`src/hw/rtl/mtee_pkg.sv`:
```
// Package with shared types, codes and constants of the timer expiry engine.
package mtee_pkg;

    localparam int NUM_TIMERS_DEF = 64;
    localparam int TIME_W         = 32;
    localparam int ID_W           = 6;
    localparam int DUR_W          = 30;
    localparam int COUNT_W        = 7;

    typedef enum logic [1:0] {
        ACT_TICK    = 2'd0,
        ACT_START   = 2'd1,
        ACT_STOP    = 2'd2,
        ACT_DESTROY = 2'd3
    } action_t;

    typedef enum logic [1:0] {
        KIND_ACK     = 2'd0,
        KIND_EXPIRED = 2'd1,
        KIND_IDLE    = 2'd2
    } kind_t;

    typedef struct packed {
        logic [TIME_W-1:0] op_a;
        logic [TIME_W-1:0] op_b;
    } alu_req_t;

    typedef struct packed {
        logic [TIME_W-1:0] sum;
        logic              eq;
    } alu_rsp_t;

endpackage

```
`src/hw/rtl/mtee_timeout_ram.sv`:
```
// Timeout memory: one write port and one registered read port.
module mtee_timeout_ram
    import mtee_pkg::*;
#(
    parameter int DEPTH  = NUM_TIMERS_DEF,
    parameter int ADDR_W = 6
) (
    input  logic              aclk,
    input  logic              wr_en,
    input  logic [ADDR_W-1:0] wr_addr,
    input  logic [TIME_W-1:0] wr_data,
    input  logic [ADDR_W-1:0] rd_addr,
    output logic [TIME_W-1:0] rd_data
);

    logic [TIME_W-1:0] mem [DEPTH];
    logic [TIME_W-1:0] rd_data_reg;

    always_ff @(posedge aclk) begin
        if (wr_en) begin
            mem[wr_addr] <= wr_data;
        end
        rd_data_reg <= mem[rd_addr];
    end

    assign rd_data = rd_data_reg;

endmodule

```
`src/hw/rtl/mtee_alu.sv`:
```
// Shared 32-bit adder and equality comparator used by the sequencer.
module mtee_alu
    import mtee_pkg::*;
(
    input  alu_req_t req,
    output alu_rsp_t rsp
);

    assign rsp.sum = req.op_a + req.op_b;
    assign rsp.eq  = (req.op_a == req.op_b);

endmodule

```
`src/hw/rtl/mtee_seq.sv`:
```
// Sequencer that runs commands and the per-tick expiry scan over the timers.
module mtee_seq
    import mtee_pkg::*;
#(
    parameter int NUM_TIMERS = NUM_TIMERS_DEF,
    parameter int IDX_W      = 6
) (
    input  logic               aclk,
    input  logic               aresetn,
    input  logic               in_valid,
    output logic               in_ready,
    input  logic [1:0]         in_action,
    input  logic [ID_W-1:0]    in_timer_id,
    input  logic [DUR_W-1:0]   in_duration,
    output logic               out_valid,
    input  logic               out_ready,
    output kind_t              out_kind,
    output logic [ID_W-1:0]    out_timer_id,
    output logic               out_was_running,
    output logic [COUNT_W-1:0] out_running_count,
    output logic               out_last,
    output logic               ram_wr_en,
    output logic [IDX_W-1:0]   ram_wr_addr,
    output logic [TIME_W-1:0]  ram_wr_data,
    output logic [IDX_W-1:0]   ram_rd_addr,
    input  logic [TIME_W-1:0]  ram_rd_data,
    output alu_req_t           alu_req,
    input  alu_rsp_t           alu_rsp
);

    typedef enum logic [2:0] {
        S_IDLE,
        S_TICK,
        S_SCAN,
        S_FLUSH,
        S_CMD
    } state_t;

    localparam logic [IDX_W-1:0]   LAST_IDX = IDX_W'(NUM_TIMERS - 1);
    localparam logic [ID_W:0]      NUM_ID   = (ID_W + 1)'(NUM_TIMERS);

    state_t               state_reg, state_next;
    logic [TIME_W-1:0]    time_reg, time_next;
    logic [NUM_TIMERS-1:0] running_reg, running_next;
    logic [COUNT_W-1:0]   total_reg, total_next;
    logic [IDX_W-1:0]     idx_reg, idx_next;
    logic                 pend_valid_reg, pend_valid_next;
    logic [ID_W-1:0]      pend_id_reg, pend_id_next;
    logic [COUNT_W-1:0]   pend_count_reg, pend_count_next;
    action_t              action_reg, action_next;
    logic [ID_W-1:0]      cmd_id_reg, cmd_id_next;
    logic [DUR_W-1:0]     dur_reg, dur_next;

    logic                 out_valid_reg, out_valid_next;
    kind_t                out_kind_reg, out_kind_next;
    logic [ID_W-1:0]      out_id_reg, out_id_next;
    logic                 out_was_reg, out_was_next;
    logic [COUNT_W-1:0]   out_count_reg, out_count_next;
    logic                 out_last_reg, out_last_next;

    logic                 out_free;
    logic                 hit;
    logic                 in_range;
    logic                 was;
    logic [IDX_W-1:0]     cmd_idx;
    logic [DUR_W-1:0]     dur_eff;

    assign out_free = !out_valid_reg || out_ready;
    assign in_range = ({1'b0, cmd_id_reg} < NUM_ID);
    assign cmd_idx  = cmd_id_reg[IDX_W-1:0];
    assign dur_eff  = (dur_reg == '0) ? DUR_W'(1) : dur_reg;
    assign hit      = running_reg[idx_reg] && alu_rsp.eq;
    assign was      = in_range && running_reg[cmd_idx];

    always_comb begin
        state_next      = state_reg;
        time_next       = time_reg;
        running_next    = running_reg;
        total_next      = total_reg;
        idx_next        = idx_reg;
        pend_valid_next = pend_valid_reg;
        pend_id_next    = pend_id_reg;
        pend_count_next = pend_count_reg;
        action_next     = action_reg;
        cmd_id_next     = cmd_id_reg;
        dur_next        = dur_reg;
        out_valid_next  = out_valid_reg && !out_ready;
        out_kind_next   = out_kind_reg;
        out_id_next     = out_id_reg;
        out_was_next    = out_was_reg;
        out_count_next  = out_count_reg;
        out_last_next   = out_last_reg;
        ram_wr_en       = 1'b0;
        ram_wr_addr     = cmd_idx;
        ram_wr_data     = alu_rsp.sum;
        ram_rd_addr     = idx_reg;
        alu_req.op_a    = time_reg;
        alu_req.op_b    = TIME_W'(1);

        unique case (state_reg)
            S_IDLE: begin
                if (in_valid) begin
                    action_next = action_t'(in_action);
                    cmd_id_next = in_timer_id;
                    dur_next    = in_duration;
                    state_next  = (action_t'(in_action) == ACT_TICK) ? S_TICK : S_CMD;
                end
            end
            S_TICK: begin
                time_next       = alu_rsp.sum;
                idx_next        = '0;
                ram_rd_addr     = '0;
                pend_valid_next = 1'b0;
                state_next      = S_SCAN;
            end
            S_SCAN: begin
                alu_req.op_a = ram_rd_data;
                alu_req.op_b = time_reg;
                if (hit && pend_valid_reg && !out_free) begin
                    ram_rd_addr = idx_reg;
                end else begin
                    if (hit) begin
                        if (pend_valid_reg) begin
                            out_valid_next = 1'b1;
                            out_kind_next  = KIND_EXPIRED;
                            out_id_next    = pend_id_reg;
                            out_was_next   = 1'b0;
                            out_count_next = pend_count_reg;
                            out_last_next  = 1'b0;
                        end
                        pend_valid_next       = 1'b1;
                        pend_id_next          = ID_W'(idx_reg);
                        pend_count_next       = total_reg - COUNT_W'(1);
                        total_next            = total_reg - COUNT_W'(1);
                        running_next[idx_reg] = 1'b0;
                    end
                    if (idx_reg == LAST_IDX) begin
                        state_next = S_FLUSH;
                    end else begin
                        idx_next    = idx_reg + IDX_W'(1);
                        ram_rd_addr = idx_reg + IDX_W'(1);
                    end
                end
            end
            S_FLUSH: begin
                if (out_free) begin
                    out_valid_next = 1'b1;
                    out_was_next   = 1'b0;
                    out_last_next  = 1'b1;
                    if (pend_valid_reg) begin
                        out_kind_next  = KIND_EXPIRED;
                        out_id_next    = pend_id_reg;
                        out_count_next = pend_count_reg;
                    end else begin
                        out_kind_next  = KIND_IDLE;
                        out_id_next    = '0;
                        out_count_next = total_reg;
                    end
                    state_next = S_IDLE;
                end
            end
            S_CMD: begin
                alu_req.op_b = TIME_W'(dur_eff);
                if (out_free) begin
                    if (in_range) begin
                        unique case (action_reg)
                            ACT_START: begin
                                ram_wr_en             = 1'b1;
                                running_next[cmd_idx] = 1'b1;
                                total_next = total_reg - COUNT_W'(was) + COUNT_W'(1);
                            end
                            ACT_DESTROY: begin
                                ram_wr_en             = 1'b1;
                                ram_wr_data           = '0;
                                running_next[cmd_idx] = 1'b0;
                                total_next            = total_reg - COUNT_W'(was);
                            end
                            default: begin
                                running_next[cmd_idx] = 1'b0;
                                total_next            = total_reg - COUNT_W'(was);
                            end
                        endcase
                    end
                    out_valid_next = 1'b1;
                    out_kind_next  = KIND_ACK;
                    out_id_next    = cmd_id_reg;
                    out_was_next   = was;
                    out_count_next = total_next;
                    out_last_next  = 1'b1;
                    state_next     = S_IDLE;
                end
            end
            default: begin
                state_next = S_IDLE;
            end
        endcase
    end

    always_ff @(posedge aclk) begin
        if (!aresetn) begin
            state_reg      <= S_IDLE;
            time_reg       <= '0;
            running_reg    <= '0;
            total_reg      <= '0;
            pend_valid_reg <= 1'b0;
            out_valid_reg  <= 1'b0;
        end else begin
            state_reg      <= state_next;
            time_reg       <= time_next;
            running_reg    <= running_next;
            total_reg      <= total_next;
            pend_valid_reg <= pend_valid_next;
            out_valid_reg  <= out_valid_next;
        end
        idx_reg        <= idx_next;
        pend_id_reg    <= pend_id_next;
        pend_count_reg <= pend_count_next;
        action_reg     <= action_next;
        cmd_id_reg     <= cmd_id_next;
        dur_reg        <= dur_next;
        out_kind_reg   <= out_kind_next;
        out_id_reg     <= out_id_next;
        out_was_reg    <= out_was_next;
        out_count_reg  <= out_count_next;
        out_last_reg   <= out_last_next;
    end

    assign in_ready          = (state_reg == S_IDLE);
    assign out_valid         = out_valid_reg;
    assign out_kind          = out_kind_reg;
    assign out_timer_id      = out_id_reg;
    assign out_was_running   = out_was_reg;
    assign out_running_count = out_count_reg;
    assign out_last          = out_last_reg;

endmodule

```
`src/hw/rtl/multi_timer_expiry_engine_top.sv`:
```
// Top level of the multi-timer expiry engine.
//
// Requests arrive on the s_ stream: a tick, or a start, stop or destroy of one
// timer. Results leave on the m_ stream; m_tlast marks the last result of a
// request and m_tuser tells whether it is an acknowledgement, an expiry or a
// tick without expiry.
// A start, stop or destroy request passes through the S_CMD state, which waits
// until the output register is free and then loads one acknowledgement into
// it; the block is ready again in that same cycle.
// A tick request walks the timeout memory through its single read port, one
// entry per cycle unless the scan is held for a free output register, and
// expiries are reported in ascending timer order. One request is in work at a time.
// When the receiver stalls, the result is held in the output register; a tick
// scan parks one expiry beside the output register and stops at the next
// expiry until the output register is free.
// Reset stops all timers and clears the time and the running count. The
// timeout memory needs no clearing pass, since an entry is only compared while
// its timer runs, and every running timer has written its entry.
module multi_timer_expiry_engine_top
    import mtee_pkg::*;
#(
    parameter int NUM_TIMERS = NUM_TIMERS_DEF
) (
    input  logic        aclk,
    input  logic        aresetn,
    input  logic        s_tvalid,
    output logic        s_tready,
    // Fields from bit 0: action[1:0], timer_id[7:2], duration[37:8], zero pad.
    input  logic [39:0] s_tdata,
    output logic        m_tvalid,
    input  logic        m_tready,
    // Fields from bit 0: timer_id_out[5:0], was_running[6], running_count[13:7],
    // zero pad.
    output logic [15:0] m_tdata,
    // Fields from bit 0: kind[1:0].
    output logic [1:0]  m_tuser,
    output logic        m_tlast
);

    localparam int IDX_W = (NUM_TIMERS > 1) ? $clog2(NUM_TIMERS) : 1;

    logic               ram_wr_en;
    logic [IDX_W-1:0]   ram_wr_addr;
    logic [TIME_W-1:0]  ram_wr_data;
    logic [IDX_W-1:0]   ram_rd_addr;
    logic [TIME_W-1:0]  ram_rd_data;
    alu_req_t           alu_req;
    alu_rsp_t           alu_rsp;
    kind_t              out_kind;
    logic [ID_W-1:0]    out_timer_id;
    logic               out_was_running;
    logic [COUNT_W-1:0] out_running_count;

    mtee_timeout_ram #(
        .DEPTH  (NUM_TIMERS),
        .ADDR_W (IDX_W)
    ) u_ram (
        .aclk    (aclk),
        .wr_en   (ram_wr_en),
        .wr_addr (ram_wr_addr),
        .wr_data (ram_wr_data),
        .rd_addr (ram_rd_addr),
        .rd_data (ram_rd_data)
    );

    mtee_alu u_alu (
        .req (alu_req),
        .rsp (alu_rsp)
    );

    mtee_seq #(
        .NUM_TIMERS (NUM_TIMERS),
        .IDX_W      (IDX_W)
    ) u_seq (
        .aclk              (aclk),
        .aresetn           (aresetn),
        .in_valid          (s_tvalid),
        .in_ready          (s_tready),
        .in_action         (s_tdata[1:0]),
        .in_timer_id       (s_tdata[7:2]),
        .in_duration       (s_tdata[37:8]),
        .out_valid         (m_tvalid),
        .out_ready         (m_tready),
        .out_kind          (out_kind),
        .out_timer_id      (out_timer_id),
        .out_was_running   (out_was_running),
        .out_running_count (out_running_count),
        .out_last          (m_tlast),
        .ram_wr_en         (ram_wr_en),
        .ram_wr_addr       (ram_wr_addr),
        .ram_wr_data       (ram_wr_data),
        .ram_rd_addr       (ram_rd_addr),
        .ram_rd_data       (ram_rd_data),
        .alu_req           (alu_req),
        .alu_rsp           (alu_rsp)
    );

    assign m_tuser = out_kind;
    assign m_tdata = {2'b00, out_running_count, out_was_running, out_timer_id};

endmodule

```
`config.mk`:
```
export PLATFORM = sky130hd
export DESIGN_NAME = multi_timer_expiry_engine_top
export DESIGN_NICKNAME = d
export VERILOG_FILES = /design/src/hw/rtl/mtee_pkg.sv /design/src/hw/rtl/mtee_timeout_ram.sv /design/src/hw/rtl/mtee_alu.sv /design/src/hw/rtl/mtee_seq.sv /design/src/hw/rtl/multi_timer_expiry_engine_top.sv
export SDC_FILE = /design/constraint.sdc
export NUM_CORES = 2
export LEC_CHECK = 0
export BUFFER_PORTS_ARGS = -buffer_cell sky130_fd_sc_hd__buf_4
export CORE_ASPECT_RATIO = 1.4
export CORE_MARGIN = 2
export CORE_UTILIZATION = 43
export DETAILED_ROUTE_END_ITERATION = 7
export GPL_TIMING_DRIVEN = 0
export PLACE_DENSITY = 0.69
export SLEW_MARGIN = 20
export SYNTH_ARGS = -nofsm -noshare
export SYNTH_HDL_FRONTEND = slang
export SYNTH_SLANG_ARGS = --single-unit
```
`constraint.sdc`:
```
create_clock -name aclk -period 9.5 [get_ports aclk]
set_clock_uncertainty 0.15 [all_clocks]
set_input_delay 1.9 -clock aclk [delete_from_list [all_inputs] [get_ports aclk]]
set_output_delay 1.9 -clock aclk [all_outputs]
set_load 0.005 [all_outputs]
```
==> qor.log <==
qor: yosys.synth-async-reset-ratio 0
qor: cts.clock-sinks 2262
qor: cts.hold_buffers 0
qor: layout.final_common_cell sky130_fd_sc_hd__edfxtp_1
qor: floorplanning.chipHeight 554 µm
qor: route.initialDrtViolationCount 10100
qor: cts.cts_max_level 4
qor: setup_path.crit_required 10.07 ns
qor: flow_run.maxCapViolCount 0
qor: setup_path.path_class reg2reg
qor: pwr.power_frac_clock 0.253
qor: yosys.yosys_warnings 0
qor: pwr.power_switching 14.0 mW
qor: floorplanning.chipWidth 397 µm
qor: route.routed-via-count 68900
qor: placed_design.placedCellCount 10500
qor: global_routing.via_count_of_the_first_global_routing_pass 65700
qor: placed_design.gp_routability_congestion 1.08
qor: yosys.postSynth.topFlopCell sky130_fd_sc_hd__edfxtp_1
qor: setup_path.reg2reg_slack 0.08 ns
qor: layout.finalNonFillerCells 10900
qor: cts.cts.root.buffer_cell sky130_fd_sc_hd__clkbuf_16
qor: setup_path.worst-r2r-cell-count 24
qor: pwr.sequentialPowerShare 0.366
qor: worst_hold_path.timing.hold.worst_endpoint u_seq.pend_id_reg[4]
qor: route.vias_per_cell 6.33
qor: setup_path.r2r_start u_seq.state_reg[1]
qor: layout.layout.filler_cells 18100
qor: pwr.internal_power_consumption 20.0 mW
qor: setup_path.worst_r2r_endpoint u_ram.rd_data[19]
qor: global_routing.grt_max_degree 37
qor: pwr.power.switching_fraction 0.412
qor: floorplanning.core 0.215 mm²
qor: setup_path.cpMaxStageDelayCell sky130_fd_sc_hd__clkbuf_1
qor: pwr.combPwrFrac 0.381
qor: cts.cts.clk_slew.worst_paths 0.06 ns
qor: worst_hold_path.worstHoldPathType reg2reg
qor: layout.net_count_of_the_finished_layout 7929
qor: yosys.syn_avg_cell_area 12.7 µm²
qor: cts.cts_setup_buffers 0
qor: timing.setup_viol 0
qor: timing.final-max-slew-violation-count 0
qor: worst_hold_path.hold_path_startpoint u_seq.idx_reg[4]
qor: route.drt_drc_violations_left 0
qor: floorplanning.initial_core_util 0.433
qor: pwr.power.density 313 mW/mm²
qor: pwr.power_leakage 37.9 nW
qor: cts.cts_max_path_buffers 4
qor: yosys.distinct_cell_type_count_after_synthesis 87
qor: layout.flow.area_growth_from_synthesis 17.0%
qor: layout.multi_input_comb_area 0.0251 mm²
qor: timing.report.final.hold_viol_count 0
qor: placed_design.dpl_cell_area 0.102 mm²
qor: yosys.post_synthesis_cell_count 7299
qor: placed_design.place_hpwl 292000 µm
qor: layout.final_layout_size_suffix_gt1_frac 0.128
qor: layout.mostFrequentLayoutCells 2116 x sky130_fd_sc_hd__edfxtp_1, 1609 x sky130_fd_sc_hd__nand2_1, 482 x sky130_fd_sc_hd__a21oi_1
qor: timing.upper_clock_frequency_limit 106 MHz
qor: placed_design.dp_worst_setup_slack -1.07 ns
qor: route.drt-wirelength-per-cell 36.1 µm
qor: yosys.synth_seq_area_share 0.715
qor: status.status completed
qor: cts.clk-insertion-delay-late 0.90 ns
qor: setup_path.cp_cell_sequence clkbuf_1 > nor2_2 > and2_0 > clkbuf_1 > clkbuf_2 > buf_2 > buf_2 > a22o_1 > ha_1 > nor4_1 > nand4_1 > a211o_1 > and4bb_1 > and4_1 > nor2_2 > a21oi_1 > buf_2 > buf_1 > clkbuf_1 > a31oi_1 > o21ai_0 > a31oi_2 > buf_6 > o211a_1
qor: global_routing.grt_remaining_overflow 0
qor: global_routing.total_global_routing_track_utilization 0.350
qor: route.detail_route.first_pass.iterations 7
qor: yosys.mappedNetlistArea 0.0929 mm²
qor: setup_path.path_max_fanout 10
qor: timing.finalHoldWorstSlack 0.345 ns
qor: floorplanning.ios 65
qor: pwr.peakVddDrop 179 µV
qor: global_routing.antenna_found_initial 41
qor: setup_path.critical_path.startpoint_type flop
qor: timing.final.period_utilization 0.991
qor: timing.worstMarginPinSlew 1.32 ns
qor: placed_design.port_buffers 59
qor: timing.rsz0062_at_grt no
qor: global_routing.grt_pass1_wl 530000 µm
qor: layout.ff_latch_area 0.0665 mm²
qor: yosys.synth_enable_flop_cells 2116
qor: worst_hold_path.worstHoldPathCells 0
qor: floorplanning.core.rowCount 201
qor: route.drt.antenna.violating_nets 0
qor: timing.final.setup.worst_slack 0.0843 ns
qor: cts.tritoncts.num_buffers 216
qor: layout.largest_register_ffs 2048
qor: timing.slew-limit-headroom 0.121
qor: cts.cts_tree yes
qor: yosys.yosys_register_bits 2262
qor: layout.fin_area 0.109 mm²
qor: timing.crit_path_time_final 9.42 ns
qor: setup_path.cp-end-kind flop
qor: layout.layout.core_utilization 0.507
qor: setup_path.critPathArrivalTime 9.99 ns
qor: route.postRouteWirelength 393000 µm
qor: setup_path.critical_path.max_stage_delay 0.97 ns
qor: floorplanning.design.die.area 0.220 mm²
-- power by group through the flow --
stage	registers, mW	clock network [mW]	logic [mW]
after floorplan	12.7	0	5.28
after global placement	13.0	0	11.1
after detailed placement	12.7	0	12.2
after CTS	12.4	8.58	12.3
after global routing	12.5	8.93	13.0
final	12.4	8.60	13.0
-- worst max-delay path: cells and delay by family (launching register included) --
kind,cells,cell delay [ns]
AO/OA/AOI/OAI,7,2.03
adder cells (fa/ha/maj),1,0.32
buffers and inverters,9,4.10
flip-flops,1,0.29
AND/OR/NAND/NOR,7,2.26
-- what timing repair did --
item,CTS,global route
endpoints found under the setup margin,32,29
pin swaps,0,1
cloned,0,0
resized for setup,47,10
-- final cells by class --
cell class                      instances  share of cell area
Clock buffer                          266              0.0520
Sequential cell                      2262               0.611
Clock inverter                        120              0.0103
Timing Repair Buffer                  331              0.0402
Multi-Input combinational cell       4487               0.231
Antenna cell                           24            0.000552
Tap cell                             2842              0.0327
Inverter                               32             0.00110
Buffer                                518              0.0210
-- synthesized netlist by cell type, types with 7 or more instances --
library cell / n / area (µm²)
sky130_fd_sc_hd__buf_2: 122 / 611
sky130_fd_sc_hd__a21boi_0: 55 / 413
sky130_fd_sc_hd__o21a_1: 14 / 105
sky130_fd_sc_hd__or3_1: 8 / 50.1
sky130_fd_sc_hd__nand2b_1: 13 / 81.3
sky130_fd_sc_hd__nor3_1: 68 / 340
sky130_fd_sc_hd__clkbuf_1: 297 / 1110
sky130_fd_sc_hd__nand4_1: 26 / 163
sky130_fd_sc_hd__a22oi_1: 128 / 961
sky130_fd_sc_hd__nand2_1: 1610 / 6040
sky130_fd_sc_hd__a221oi_1: 12 / 105
sky130_fd_sc_hd__a211oi_1: 202 / 1520
sky130_fd_sc_hd__xor2_1: 23 / 201
sky130_fd_sc_hd__o21ai_0: 230 / 1150
sky130_fd_sc_hd__dfxtp_1: 146 / 2920
sky130_fd_sc_hd__a21oi_1: 496 / 2480
sky130_fd_sc_hd__o211a_1: 28 / 280
sky130_fd_sc_hd__inv_1: 27 / 101
sky130_fd_sc_hd__a22o_1: 36 / 315
sky130_fd_sc_hd__nand3b_1: 7 / 52.6
sky130_fd_sc_hd__a31oi_1: 184 / 1150
sky130_fd_sc_hd__ha_1: 36 / 450
sky130_fd_sc_hd__nor2_1: 180 / 676
sky130_fd_sc_hd__nand3_1: 433 / 2170
sky130_fd_sc_hd__or2_2: 7 / 43.8
sky130_fd_sc_hd__and2_1: 51 / 319
sky130_fd_sc_hd__nor2b_1: 15 / 93.8
sky130_fd_sc_hd__buf_1: 88 / 330
sky130_fd_sc_hd__a21o_1: 20 / 150
sky130_fd_sc_hd__a32oi_1: 40 / 350
sky130_fd_sc_hd__nor4_1: 62 / 388
sky130_fd_sc_hd__mux2i_1: 131 / 1310
sky130_fd_sc_hd__xnor2_1: 22 / 193
sky130_fd_sc_hd__o22ai_1: 43 / 269
sky130_fd_sc_hd__and3_1: 191 / 1190
sky130_fd_sc_hd__o221ai_1: 11 / 96.3
sky130_fd_sc_hd__edfxtp_1: 2116 / 63500
-- worst max-delay path by stage --
stage / startpoint / end / depth (start not counted)
2_1_floorplan: u_seq.state_reg[1] / u_ram.mem[0][31] / 21
3_3_place_gp: u_seq.state_reg[1] / u_ram.mem[14][27] / 21
3_5_place_dp: u_seq.state_reg[1] / u_ram.rd_data[29] / 25
4_1_cts: u_seq.state_reg[1] / u_ram.rd_data[20] / 24
5_1_grt: u_seq.state_reg[1] / u_ram.rd_data[29] / 23
6_report: u_seq.state_reg[1] / u_ram.rd_data[19] / 24
-- metal layers --
layer	track usage	vias to the layer above	part of all wire
li1	-	28500	-
met1	0.384	34100	0.32
met2	0.560	4939	0.46
met3	0.0855	1342	0.10
met4	0.319	16	0.11
met5	0	-	0.00027
-- per-stage QoR --
stage | setup TNS [ns] | power [mW]
final | 0 | 34.0
after CTS | 0 | 33.3
after floorplan | 0 | 18.0
after detailed placement | -22.28 | 24.9
after global placement | -1990.83 | 24.1
after global routing | 0 | 34.4
-- kinds of logic after synthesis --
| family | after synthesis | synth area share |
|---|---|---|
| AOI/OAI and AO/OA | 1559 | 0.107 |
| and+or+nand+nor | 2702 | 0.128 |
| buffers and inverters | 551 | 0.0246 |
| adders and majority gates | 37 | 0.00506 |
| muxes | 142 | 0.0157 |
| DFF | 2262 | 0.715 |
| xor gates and xnor gates | 45 | 0.00424 |
| other | 1 | 0.0000404 |
Power figures use the tool's default switching activity.
